**src/rtl/core/lav_pkg.sv**
```systemverilog
`timescale 1ns / 1ps
`default_nettype none

package lav_pkg;

    localparam int FRAC_BITS = 16;

    localparam int W      = 32;   // Q format word
    localparam int D_W    = W + 1;
    localparam int OP_W   = W + 1;
    localparam int ACC_W  = 2 * OP_W;
    localparam int VEC_W  = 64;
    localparam int DIVC_W = $clog2(FRAC_BITS + 1);

    localparam int QDEPTH = 2;
    localparam int QAW    = $clog2(QDEPTH);
    localparam int QCW    = $clog2(QDEPTH + 1);

    // one look-at request after the front end
    typedef struct packed {
        logic [2:0][W-1:0]   eye;
        logic [2:0][W-1:0]   up;
        logic [2:0][D_W-1:0] d;     // look - eye, full width
    } lav_item_t;

    // handshake between queue and back end
    typedef struct packed {
        logic      valid;
        lav_item_t item;
    } lav_qout_t;

endpackage

`default_nettype wire

```
**src/rtl/core/lav_queue.sv**
```systemverilog
`timescale 1ns / 1ps
`default_nettype none

module lav_queue
    import lav_pkg::*;
(
    input  wire logic      clk,
    input  wire logic      rst_n,
    input  wire logic      push,
    input  wire lav_item_t push_item,
    output logic           full,
    input  wire logic      pop,
    output lav_qout_t      qout
);

    lav_item_t       mem_reg [QDEPTH];
    logic [QAW-1:0]  wp_reg;
    logic [QAW-1:0]  rp_reg;
    logic [QCW-1:0]  cnt_reg;
    logic            do_pop;

    assign full       = (cnt_reg == QCW'(QDEPTH));
    assign qout.valid = (cnt_reg != '0);
    assign qout.item  = mem_reg[rp_reg];
    assign do_pop     = pop && qout.valid;

    always_ff @(posedge clk or negedge rst_n)
    begin
        if (!rst_n)
        begin
            wp_reg  <= '0;
            rp_reg  <= '0;
            cnt_reg <= '0;
        end
        else
        begin
            if (push)
            begin
                wp_reg <= (wp_reg == QAW'(QDEPTH - 1)) ? '0 : wp_reg + 1'b1;
            end
            if (do_pop)
            begin
                rp_reg <= (rp_reg == QAW'(QDEPTH - 1)) ? '0 : rp_reg + 1'b1;
            end
            if (push && !do_pop)
            begin
                cnt_reg <= cnt_reg + 1'b1;
            end
            else if (!push && do_pop)
            begin
                cnt_reg <= cnt_reg - 1'b1;
            end
        end
    end

    always_ff @(posedge clk)
    begin
        if (push)
        begin
            mem_reg[wp_reg] <= push_item;
        end
    end

endmodule

`default_nettype wire

```
**config.mk**
```make
export PLATFORM = sky130hd
export DESIGN_NAME = lav_queue
export DESIGN_NICKNAME = d
export VERILOG_FILES = /design/src/rtl/core/lav_pkg.sv /design/src/rtl/core/lav_queue.sv
export SDC_FILE = /design/constraint.sdc
export NUM_CORES = 1
export LEC_CHECK = 0
export ABC_AREA = 1
export BUFFER_PORTS_ARGS = -buffer_cell sky130_fd_sc_hd__buf_2
export CAP_MARGIN = 10
export CORE_AREA = 3 3 227 229
export CTS_CLUSTER_DIAMETER = 30
export DETAILED_ROUTE_END_ITERATION = 7
export DIE_AREA = 0 0 230 232
export GPL_TIMING_DRIVEN = 1
export PLACE_DENSITY = 0.68
export SLEW_MARGIN = 0
export SYNTH_ARGS = -nofsm -noshare
export SYNTH_HDL_FRONTEND = slang
export SYNTH_SLANG_ARGS = --single-unit
```
**constraint.sdc**
```tcl
create_clock -name clk -period 18.6 [get_ports clk]
set_clock_uncertainty 0.05 [all_clocks]
set_input_delay 1.86 -clock clk [delete_from_list [all_inputs] [get_ports clk]]
set_output_delay 1.86 -clock clk [all_outputs]
set_load 0.005 [all_outputs]
```
==> impl_metrics.json <==
{
  "postSynthCellCount": 1548,
  "place.detailed.hpwl_um": 34600,
  "ys_seq_elements": 586,
  "tns_ns": 0,
  "r2r_slack_ns": 15.31,
  "outcome": "finished, final reports clean",
  "final-hold-violation-count": 0,
  "regArea_mm2": 0.0176,
  "grt_pass1_wl_um": 78200,
  "viasPerCell": 4.71,
  "clock_latency_ns": 0.62,
  "period_minus_slack_ns": 5.38,
  "wl_per_cell_um": 17.9,
  "fillers": 3930,
  "pre_cts_slack_ns": 13.71,
  "grt_overflow": 0,
  "htreeDepth": 3,
  "crit_start": "rp_reg$_DFFE_PN0P_",
  "nNetsFinal": 2483,
  "cts_resized": 0,
  "drive_gt1_share_pct": 33.9,
  "setup_slack_ns": 13.22,
  "synth_area_per_cell_um2": 13.9,
  "antenna_left": 0,
  "placed_area_mm2": 0.0249,
  "placementRows": 82,
  "grt_max_degree": 157,
  "num_vias": 14000,
  "path_class": "reg -> out",
  "max_freq_ghz": 0.186,
  "required_ns": 16.69,
  "die_area_mm2": 0.0534,
  "setup_violations": 0,
  "final_common_cell": "nand2_1",
  "seq_area_frac_synth_pct": 81.7,
  "reg2reg_from": "wp_reg$_DFFE_PN0P_",
  "drc": 0,
  "min_path_type": "reg -> reg",
  "multiInputGateArea_mm2": 0.00337,
  "drt_iter0_drc": 939,
  "cp-end-kind": "primary output",
  "rsz0062_at_grt": "no",
  "clkTransAtPathRegs_ns": 0.05,
  "cts_inserted_buffers": 105,
  "cts_sinks": 586,
  "first_pass_iters": 7,
  "stdcell_area_mm2": 0.0287,
  "place_congestion": 0.928,
  "synth_warnings": 0,
  "p_leak_nw": 12.4,
  "cts_buffer_depth": 3,
  "die_h_um": 232,
  "antenna_found_initial": 18,
  "syn_to_final_growth_pct": 33.4,
  "p_per_area_mw_per_mm2": 174,
  "ir_drop_mv": 0.190,
  "crit_path_max_fanout": 83,
  "synth_fp_nets": 1844,
  "largest_reg_flops": 582,
  "cts_setup_buffers": 0,
  "hp-start": "cnt_reg[1]$_DFFE_PN0P_",
  "critPathLaunchType": "flop",
  "grtUsageTotal_pct": 19.2,
  "port_buffers": 587,
  "worst_slew_pin_slew_ns": 1.09,
  "dieWidth_um": 230,
  "cts_root_buf": "clkbuf_16",
  "maxSlewViolCount": 0,
  "ys_types": 14,
  "cts_hold_buf": 0,
  "ioPinCount": 588,
  "routed_wl_um": 52900,
  "min_period_over_period_pct": 28.9,
  "start_util_pct": 43.1,
  "crit_arrival_ns": 3.47,
  "grt_pass1_vias": 14000,
  "postLayoutCoreUtil_pct": 57.5,
  "cts_tree": "yes",
  "coreArea_mm2": 0.0499,
  "most-common-layout-cells": "nand2_1, buf_2, edfxtp_1",
  "slew_headroom_pct": 27.4,
  "max-cap-violations": 0,
  "synthesis.area_mm2": 0.0215
}
[per-layer routing]
metal | up-vias | wire length (um) | GRT usage (%)
li1 | 6595 | - | -
met1 | 6695 | 19300 | 21.5
met2 | 557 | 26700 | 32.8
met3 | 114 | 4970 | 6.99
met4 | 10 | 1820 | 9.12
met5 | - | 57 | 0
[power by group]
| part | switching, W | total (W) | internal (W) | leakage (nW) |
|---|---|---|---|---|
| registers | 0.0000732 | 0.00183 | 0.00176 | 5.51 |
| logic | 0.000768 | 0.00115 | 0.000386 | 5.07 |
| clock network | 0.000630 | 0.00200 | 0.00137 | 1.81 |
[final cells by class]
| cell class | count | area share (%) |
|---|---|---|
| antenna | 14 | 0.122 |
| clock buffer | 120 | 9.47 |
| clock inverter | 78 | 3.71 |
| inverter | 7 | 0.144 |
| multi-input combinational | 890 | 11.8 |
| sequential | 586 | 61.3 |
| tap | 672 | 2.93 |
| timing repair buffer | 597 | 10.6 |
[worst max-delay path: stages (launching register included)]
cell and delay (ns):
dfrtp_4 0.76, buf_4 0.77, buf_4 0.82, nand2_1 0.11
nand2_1 0.14, buf_2 0.13
[worst paths after layout]
kind	end	depth (start not counted)
hold reg to reg	cnt_reg[1]$_DFFE_PN0P_	2
max in group asynchronous	rp_reg$_DFFE_PN0P_	1
setup / recovery	qout[149]	5
setup reg to reg	mem_reg[0][90]$_DFFE_PP_	3
hold / removal	cnt_reg[1]$_DFFE_PN0P_	2
min in group asynchronous	rp_reg$_DFFE_PN0P_	1
[through the flow]
| stage | hold slack (ns) | std cells | power, W |
|---|---|---|---|
| final | 0.458 | 2964 | 0.00498 |
| after global routing | 0.464 | 2960 | 0.00524 |
| after CTS | 0.454 | 2950 | 0.00504 |
| after detailed placement | 0.441 | 2752 | 0.00302 |
| after global placement | 0.404 | 2752 | 0.00300 |
| after floorplan | 0.392 | 1548 | 0.00260 |
[cell usage after synthesis]
cell type  count  area, um^2
nand4_1        1        6.26
xnor2_1        1        8.76
buf_4          5        37.5
nand3_1        2        10.0
xor2_1         1        8.76
nand2_1      882        3310
ha_1           1        12.5
buf_6         31         349
inv_1          6        22.5
buf_2         29         145
dfrtp_1        4         100
edfxtp_1     582       17500
nor2_1         2        7.51
inv_4          1        6.26
[cells by family after synthesis]
logic type,after synthesis,share of synthesized area [%]
AND/OR/NAND/NOR,887,15.5
flip-flops,586,81.7
buffers and inverters,72,2.61
XOR/XNOR,2,0.0815
adder cells (fa/ha/maj),1,0.0582
Power figures use the tool's default switching activity.
