File: src/rtl/core/lav_pkg.sv
`timescale 1ns / 1ps
`default_nettype none

package lav_pkg;

    localparam int FRAC_BITS = 16;

    localparam int W      = 32;   // Q format word
    localparam int D_W    = W + 1;
    localparam int OP_W   = W + 1;
    localparam int ACC_W  = 2 * OP_W;
    localparam int VEC_W  = 64;
    localparam int DIVC_W = $clog2(FRAC_BITS + 1);

    localparam int QDEPTH = 2;
    localparam int QAW    = $clog2(QDEPTH);
    localparam int QCW    = $clog2(QDEPTH + 1);

    // one look-at request after the front end
    typedef struct packed {
        logic [2:0][W-1:0]   eye;
        logic [2:0][W-1:0]   up;
        logic [2:0][D_W-1:0] d;     // look - eye, full width
    } lav_item_t;

    // handshake between queue and back end
    typedef struct packed {
        logic      valid;
        lav_item_t item;
    } lav_qout_t;

endpackage

`default_nettype wire

File: src/rtl/core/lav_front.sv
`timescale 1ns / 1ps
`default_nettype none

module lav_front
    import lav_pkg::*;
(
    input  wire logic                clk,
    input  wire logic                rst_n,
    input  wire logic                in_valid,
    output logic                     in_stall,
    input  wire logic signed [W-1:0] eye_x,
    input  wire logic signed [W-1:0] eye_y,
    input  wire logic signed [W-1:0] eye_z,
    input  wire logic signed [W-1:0] look_x,
    input  wire logic signed [W-1:0] look_y,
    input  wire logic signed [W-1:0] look_z,
    input  wire logic signed [W-1:0] up_x,
    input  wire logic signed [W-1:0] up_y,
    input  wire logic signed [W-1:0] up_z,
    output logic                     push,
    output lav_item_t                push_item,
    input  wire logic                q_full
);

    logic      fv_reg;
    lav_item_t item_reg;
    lav_item_t item_next;

    assign in_stall  = fv_reg && q_full;
    assign push      = fv_reg && !q_full;
    assign push_item = item_reg;

    always_comb
    begin
        item_next.eye = {eye_z, eye_y, eye_x};
        item_next.up  = {up_z, up_y, up_x};
        item_next.d[0] = {look_x[W-1], look_x} - {eye_x[W-1], eye_x};
        item_next.d[1] = {look_y[W-1], look_y} - {eye_y[W-1], eye_y};
        item_next.d[2] = {look_z[W-1], look_z} - {eye_z[W-1], eye_z};
    end

    always_ff @(posedge clk or negedge rst_n)
    begin
        if (!rst_n)
        begin
            fv_reg <= 1'b0;
        end
        else if (!in_stall)
        begin
            fv_reg <= in_valid;
        end
    end

    always_ff @(posedge clk)
    begin
        if (in_valid && !in_stall)
        begin
            item_reg <= item_next;
        end
    end

endmodule

`default_nettype wire

File: config.mk
export PLATFORM = sky130hd
export DESIGN_NAME = lav_front
export DESIGN_NICKNAME = d
export VERILOG_FILES = /design/src/rtl/core/lav_pkg.sv /design/src/rtl/core/lav_front.sv
export SDC_FILE = /design/constraint.sdc
export NUM_CORES = 1
export LEC_CHECK = 0
export ABC_AREA = 1
export BUFFER_PORTS_ARGS = -buffer_cell sky130_fd_sc_hd__buf_4
export CAP_MARGIN = 25
export CORE_AREA = 4 4 225 227
export DETAILED_ROUTE_END_ITERATION = 16
export DIE_AREA = 0 0 229 231
export GPL_TIMING_DRIVEN = 0
export PLACE_DENSITY_LB_ADDON = 0.3
export SLEW_MARGIN = 15
export SYNTH_ARGS = -nofsm -noshare
export SYNTH_HDL_FRONTEND = slang
export SYNTH_SLANG_ARGS = --single-unit
File: constraint.sdc
create_clock -name clk -period 13.2 [get_ports clk]
set_input_delay 1.98 -clock clk [delete_from_list [all_inputs] [get_ports clk]]
set_output_delay 1.98 -clock clk [all_outputs]
set_load 0.02 [all_outputs]
==> results of run 1 <==
cells in the mapped netlist, drive strengths merged:
cell type  instances
nand2            766
inv              479
edfxtp           291
nor2             127
ha                96
nand3             71
a21oi             61
xor2              39
nand4             12
and2               6
nor3               6
xnor2              6
a21o               3
fa                 3
o21bai             3
or2                3
buf                1
dfrtp              1
per-stage QoR:
| stage | worst slack, ns | cells | cell area, um2 |
|---|---|---|---|
| floorplan | 2.97 | 1974 | 16500 |
| global placement | -0.370 | 3180 | 21700 |
| detailed placement | 8.81 | 3191 | 21900 |
| CTS | 8.81 | 3253 | 23100 |
| global route | 8.77 | 3253 | 23100 |
| finish | 8.80 | 3253 | 23100 |
worst register-to-register path, delay by kind of cell, from the launching register on:
kind	cells	cell delay, ns
AND/OR/NAND/NOR	2	0.33
buffers and inverters	6	1.25
flip-flops	1	0.37
layer usage:
layer  vias up  share of wire
met5         -        0.00025
met1      6507           0.41
met2       457           0.49
met4         2          0.022
li1       7326              -
met3        60          0.073
cell type report:
type | count | area (um2)
clock buffer | 41 | 920
inverter | 479 | 1800
multi-input combinational | 1202 | 5950
fill | 4696 | 25600
tap | 622 | 778
timing repair buffer | 595 | 4600
clock inverter | 21 | 246
sequential | 292 | 8760
buffer | 1 | 7.51
final timing paths:
path	startpoint	endpoint	slack, ns	cells after the start
setup / recovery	q_full	in_stall	8.80	4
hold / removal	fv_reg	fv_reg	0.50	2
setup reg to reg	fv_reg	push_item[55]	10.95	8
hold reg to reg	fv_reg	fv_reg	0.50	2
max in group asynchronous	rst_n	fv_reg	11.91	1
min in group asynchronous	rst_n	fv_reg	1.21	1
report_power, final:
group	internal [W]	switching [W]
Sequential	0.00111	0.0000188
Combinational	0.000252	0.000384
Clock	0.000599	0.000396
Total	0.00196	0.000799
cells by family after synthesis:
logic type	synth area share
adder cells (fa/ha/maj)	0.0764
buffers and inverters	0.109
flip-flops	0.531
AO/OA/AOI/OAI	0.0214
XOR/XNOR	0.0239
AND/OR/NAND/NOR	0.238
==> out/metrics.csv, run 1 <==
metric,value,unit
max-slew violation count,0,
hold_buf cts,0,
sequential fraction of the synthesis area,0.531,
crit-path cells,buf_4 -> nand2_1 -> inv_1 -> buf_4,
Num CTS Buffers,35,
RSZ-0062 raised after global routing,no,
status,finished clean,
"commonest cells after routing, fill and taps aside","nand2_1, buf_4, inv_1",
grt met2 use,0.324,
cell taking the most area after synthesis,edfxtp_1,
clk slew on worst S/H paths,0.06,ns
io pins,585,
DR vias/cell,4.41,
net count after synthesis,2365,
Seq cells post-synth,292,
final core utilization,0.474,
Synth Cell Area,16500,um2
"Clk Latency, worst-skew pair",0.55,ns
first drt pass iteration count,6,
Setup CP Type,in -> out,
GRT busiest layer,met2,
"Hold Violations, Final",0,
Slew @ Worst Pin,0.337,ns
CP max FO,2,
Worst Skew,0.0211,ns
Initial Util,0.339,
Final #Nets,2997,
via count,14400,
synth warn,0,
Mapped Cells,1974,
share of layout cells above drive strength 1,0.255,
number of diodes,0,
port bufs,584,
met1 GRT Util,0.228,
grt total ovfl,0,
Max-slew headroom,0.775,
htree depth,2,
first-pass GRT wire length,77900,um
die area,52900,um2
CTS tree,done,
"most common cell after layout, fill and taps aside",nand2_1,
Total Wirelength,51300,um
CP Capture Type,primary output,
largest net degree at the start of global routing,33,
Post-DRT Antenna Nets,0,
root buf cell,clkbuf_16,
Post CTS Setup Buffer Count,0,
routability cong.,0.902,
Critical Path RT,11.22,ns
total power,0.00276,W
DRC,0,
maximum VDD drop,118,uV
worst path buffer plus inverter count,3,
row cnt,81,
Max Root-Sink Buffers,3,
total track usage,0.186,
CP startpoint kind,primary input,
fin crit share,0.333,
Max Freq,227,MHz
Power Density,120,nW/um2
Tmin final,4.40,ns
top-area cell type share of the netlist area,0.529,
met3 usage,0.0519,
DP HPWL,42600,um
CTS Sinks,292,
Synth area leaders,"edfxtp_1, nand2_1, inv_1, ha_1, nor2_1",
Synth Area per Inst,8.36,um2
initial antenna violation count,1,
Die Y,231,um
Worst path max stage delay,0.17,ns
Worst EP arrival,2.42,ns
Die Wd,229,um
maxcap violations,0,
max FFs per register,291,
CP max-delay cell,buf_4,
routed len/inst,15.8,um
Final Setup Violations,0,
Crit path max-delay family,buffers and inverters,
Fin Setup TNS,0,ns
library cells used by synthesis,22,
area grow syn2layout,39.7,%
Hold Path Class,reg -> reg,
Core Area,48600,um2
Leakage,12.4,nW
Post-CTS Resized,0,
initial detailed-routing violation count,761,
most frequent CP cell,buf_4,
Min Hold Slack,0.498,ns
vias in the first global route,14000,
Note: power is estimated with default switching activity, not from simulation.
==> inputs of run 2 (changes only) <==
--- a/config.mk
+++ b/config.mk
@@ -8,9 +8,9 @@
 export ABC_AREA = 1
 export BUFFER_PORTS_ARGS = -buffer_cell sky130_fd_sc_hd__buf_4
 export CAP_MARGIN = 25
-export CORE_AREA = 4 4 225 227
+export CORE_AREA = 4 4 227 229
 export DETAILED_ROUTE_END_ITERATION = 16
-export DIE_AREA = 0 0 229 231
+export DIE_AREA = 0 0 231 233
 export GPL_TIMING_DRIVEN = 0
 export PLACE_DENSITY_LB_ADDON = 0.3
 export SLEW_MARGIN = 15
==> constraint.sdc (replaced) <==
create_clock -name clk -period 4.2 [get_ports clk]
set_input_delay 0.63 -clock clk [delete_from_list [all_inputs] [get_ports clk]]
set_output_delay 0.63 -clock clk [all_outputs]
set_load 0.02 [all_outputs]
==> run 2 against run 1 <==
  * First-iteration DRC count shrank 11%
  * Sequential power grew to 3.2 times the previous value
  * Die area grew 1.7%
  * Clock power grew to 3.0 times the previous value
  * Largest cell class unchanged
  * Highest routed layer unchanged
==> out/metrics.csv, run 2 (synthesized netlist as in run 1, its figures left out) <==
metric,value,unit,change
Post-DRT Antenna Nets,0,,unchanged
Gate power share,0.234,,was 0.230
CP startpoint kind,register,,was primary input
Worst EP arrival,2.70,ns,was 2.42 ns
internal cell power,0.00611,W,was 0.00196 W
share of layout cells above drive strength 1,0.253,,was 0.255
Max Freq,405,MHz,
R2R Path End,push_item[61],,was push_item[55]
Top Layer Used,met5,,unchanged
Final #Nets,2999,,was 2997
"most common cell after layout, fill and taps aside",nand2_1,,unchanged
RSZ-0062 raised after global routing,no,,unchanged
CTS Sinks,292,,unchanged
Setup CP Type,reg -> reg,,was in -> out
first drt pass iteration count,5,,was 6
total power,0.00860,W,was 0.00276 W
"Clk Latency, worst-skew pair",0.55,ns,about the same
root buf cell,clkbuf_16,,unchanged
row cnt,82,,was 81
Die Y,233,um,was 231 um
grt total ovfl,0,,unchanged
Reg2Reg Launch Point,fv_reg,,unchanged
status,finished clean,,unchanged
CP Capture Type,register,,was primary output
max FFs per register,291,,unchanged
max-slew violation count,0,,unchanged
total track usage,0.186,,about the same
Max Root-Sink Buffers,3,,unchanged
die area,53800,um2,was 52900 um2
Final Non-Filler Cells,3308,,was 3253
Num CTS Buffers,36,,was 35
via count,14400,,about the same
first-pass GRT wire length,78500,um,was 77900 um
Reg2Reg Depth,8,,unchanged
maximum VDD drop,307,uV,was 118 uV
DR vias/cell,4.35,,was 4.41
Slew @ Worst Pin,0.555,ns,was 0.337 ns
routability cong.,0.899,,was 0.902
WL met1,20800,um,was 21300 um
Power Density,371,nW/um2,was 120 nW/um2
Final Setup Violations,0,,unchanged
Worst Skew,0.0166,ns,was 0.0211 ns
Post-CTS Resized,0,,unchanged
CP max FO,28,,was 2
initial antenna violation count,2,,was 1
vias in the first global route,14200,,was 14000
port bufs,584,,unchanged
met3 WL post-DR,4250,um,was 3770 um
r2r setup slk,1.73,ns,was 10.95 ns
Max-slew headroom,0.629,,was 0.775
Critical Path RT,4.43,ns,was 11.22 ns
htree depth,2,,unchanged
Initial Util,0.332,,was 0.339
routed len/inst,15.8,um,about the same
Leakage,12.3,nW,was 12.4 nW
met2 WL post-DR,25700,um,was 25100 um
"Hold Violations, Final",0,,unchanged
Tmin final,2.47,ns,
CTS tree,done,,unchanged
clock network fraction of total power,0.353,,was 0.360
Core Area,49700,um2,was 48600 um2
clk slew on worst S/H paths,0.06,ns,about the same
Die Wd,231,um,was 229 um
area grow syn2layout,40.3,%,was 39.7%
DRC,0,,unchanged
fin crit share,0.587,,
worst setup path startpoint,fv_reg,,was q_full
io pins,585,,unchanged
Fin Setup TNS,0,ns,unchanged
"commonest cells after routing, fill and taps aside","nand2_1, buf_4, inv_1",,unchanged
Hold Path Class,in -> reg,,was reg -> reg
Seq pwr share,0.414,,was 0.409
Total Wirelength,52400,um,was 51300 um
largest net degree at the start of global routing,32,,was 33
CP endpoint,push_item[61],,was in_stall
net load switching power,0.00249,W,was 0.000799 W
switching share of power,0.290,,was 0.289
Inst Count DP,3241,,was 3191
maxcap violations,0,,unchanged
DP HPWL,43700,um,was 42600 um
initial detailed-routing violation count,680,,was 761
run 2: changes by cell type in the layout (fill, tap and decap cells not counted), sizes merged:
cell	before	now
clkinvlp	0	1
diode	0	1
bufinv	5	2
clkbuf	41	51
clkinv	13	11
inv	482	479
dlygate4sd3	0	1
run 2: through the flow:
step                hold WS, ns  cell area (um2)  worst slack (ns)   util
finish                    0.260            23200              1.73  0.466
global route              0.221            23200              1.58  0.466
CTS                       0.217            23200              1.71  0.466
detailed placement        0.407            22000              1.42  0.443
global placement          0.406            21800             -3.30  0.438
floorplan                 0.334            16500             -1.24      -
run 2: layer usage:
layer  vias to the layer above  GRT usage
met5                         -          0
met4                         2     0.0575
met3                        84     0.0588
met2                       431      0.324
met1                      6539      0.220
li1                       7334          -
run 2: power by group through the flow:
stage / sequential, W / clock [W] / combinational (W)
after floorplan: 0.00390 / 0 / 0.000862
after global routing: 0.00357 / 0.00326 / 0.00222
after CTS: 0.00356 / 0.00313 / 0.00203
after detailed placement: 0.00362 / 0 / 0.00202
final: 0.00356 / 0.00303 / 0.00201
after global placement: 0.00365 / 0 / 0.00197
run 2: what timing repair did:
action                                 4_1_cts  5_1_grt
endpoints found under the hold margin        1        0
buffers inserted                             0        0
hold buffers                                 1        0
run 2: layout make-up:
type | instances | area [um2]
fill | 4879 | 26500
clock inverter | 14 | 128
sequential | 292 | 8760
timing repair buffer | 596 | 4630
buffer | 1 | 7.51
inverter | 479 | 1800
clock buffer | 51 | 1020
tap | 672 | 841
multi-input combinational | 1202 | 5960
antenna | 1 | 2.50
run 2: worst min-delay path by stage:
stage / start / to / slack [ns] / depth (start not counted)
after floorplan: rst_n / fv_reg / 0.33 / 0
after global placement: rst_n / fv_reg / 0.41 / 1
after detailed placement: rst_n / fv_reg / 0.41 / 1
after CTS: up_x[21] / push_item[120] / 0.22 / 1
after global routing: up_z[30] / push_item[193] / 0.22 / 1
final: up_x[21] / push_item[120] / 0.26 / 1
run 2: critical path, cell delays in order, from the launching register on:
cell     delay [ns]
dfrtp_1        0.43
nand2_8        0.10
inv_6          0.03
nor2_4         0.44
buf_12         0.27
buf_16         0.19
buf_16         0.18
buf_12         0.21
buf_12         0.22
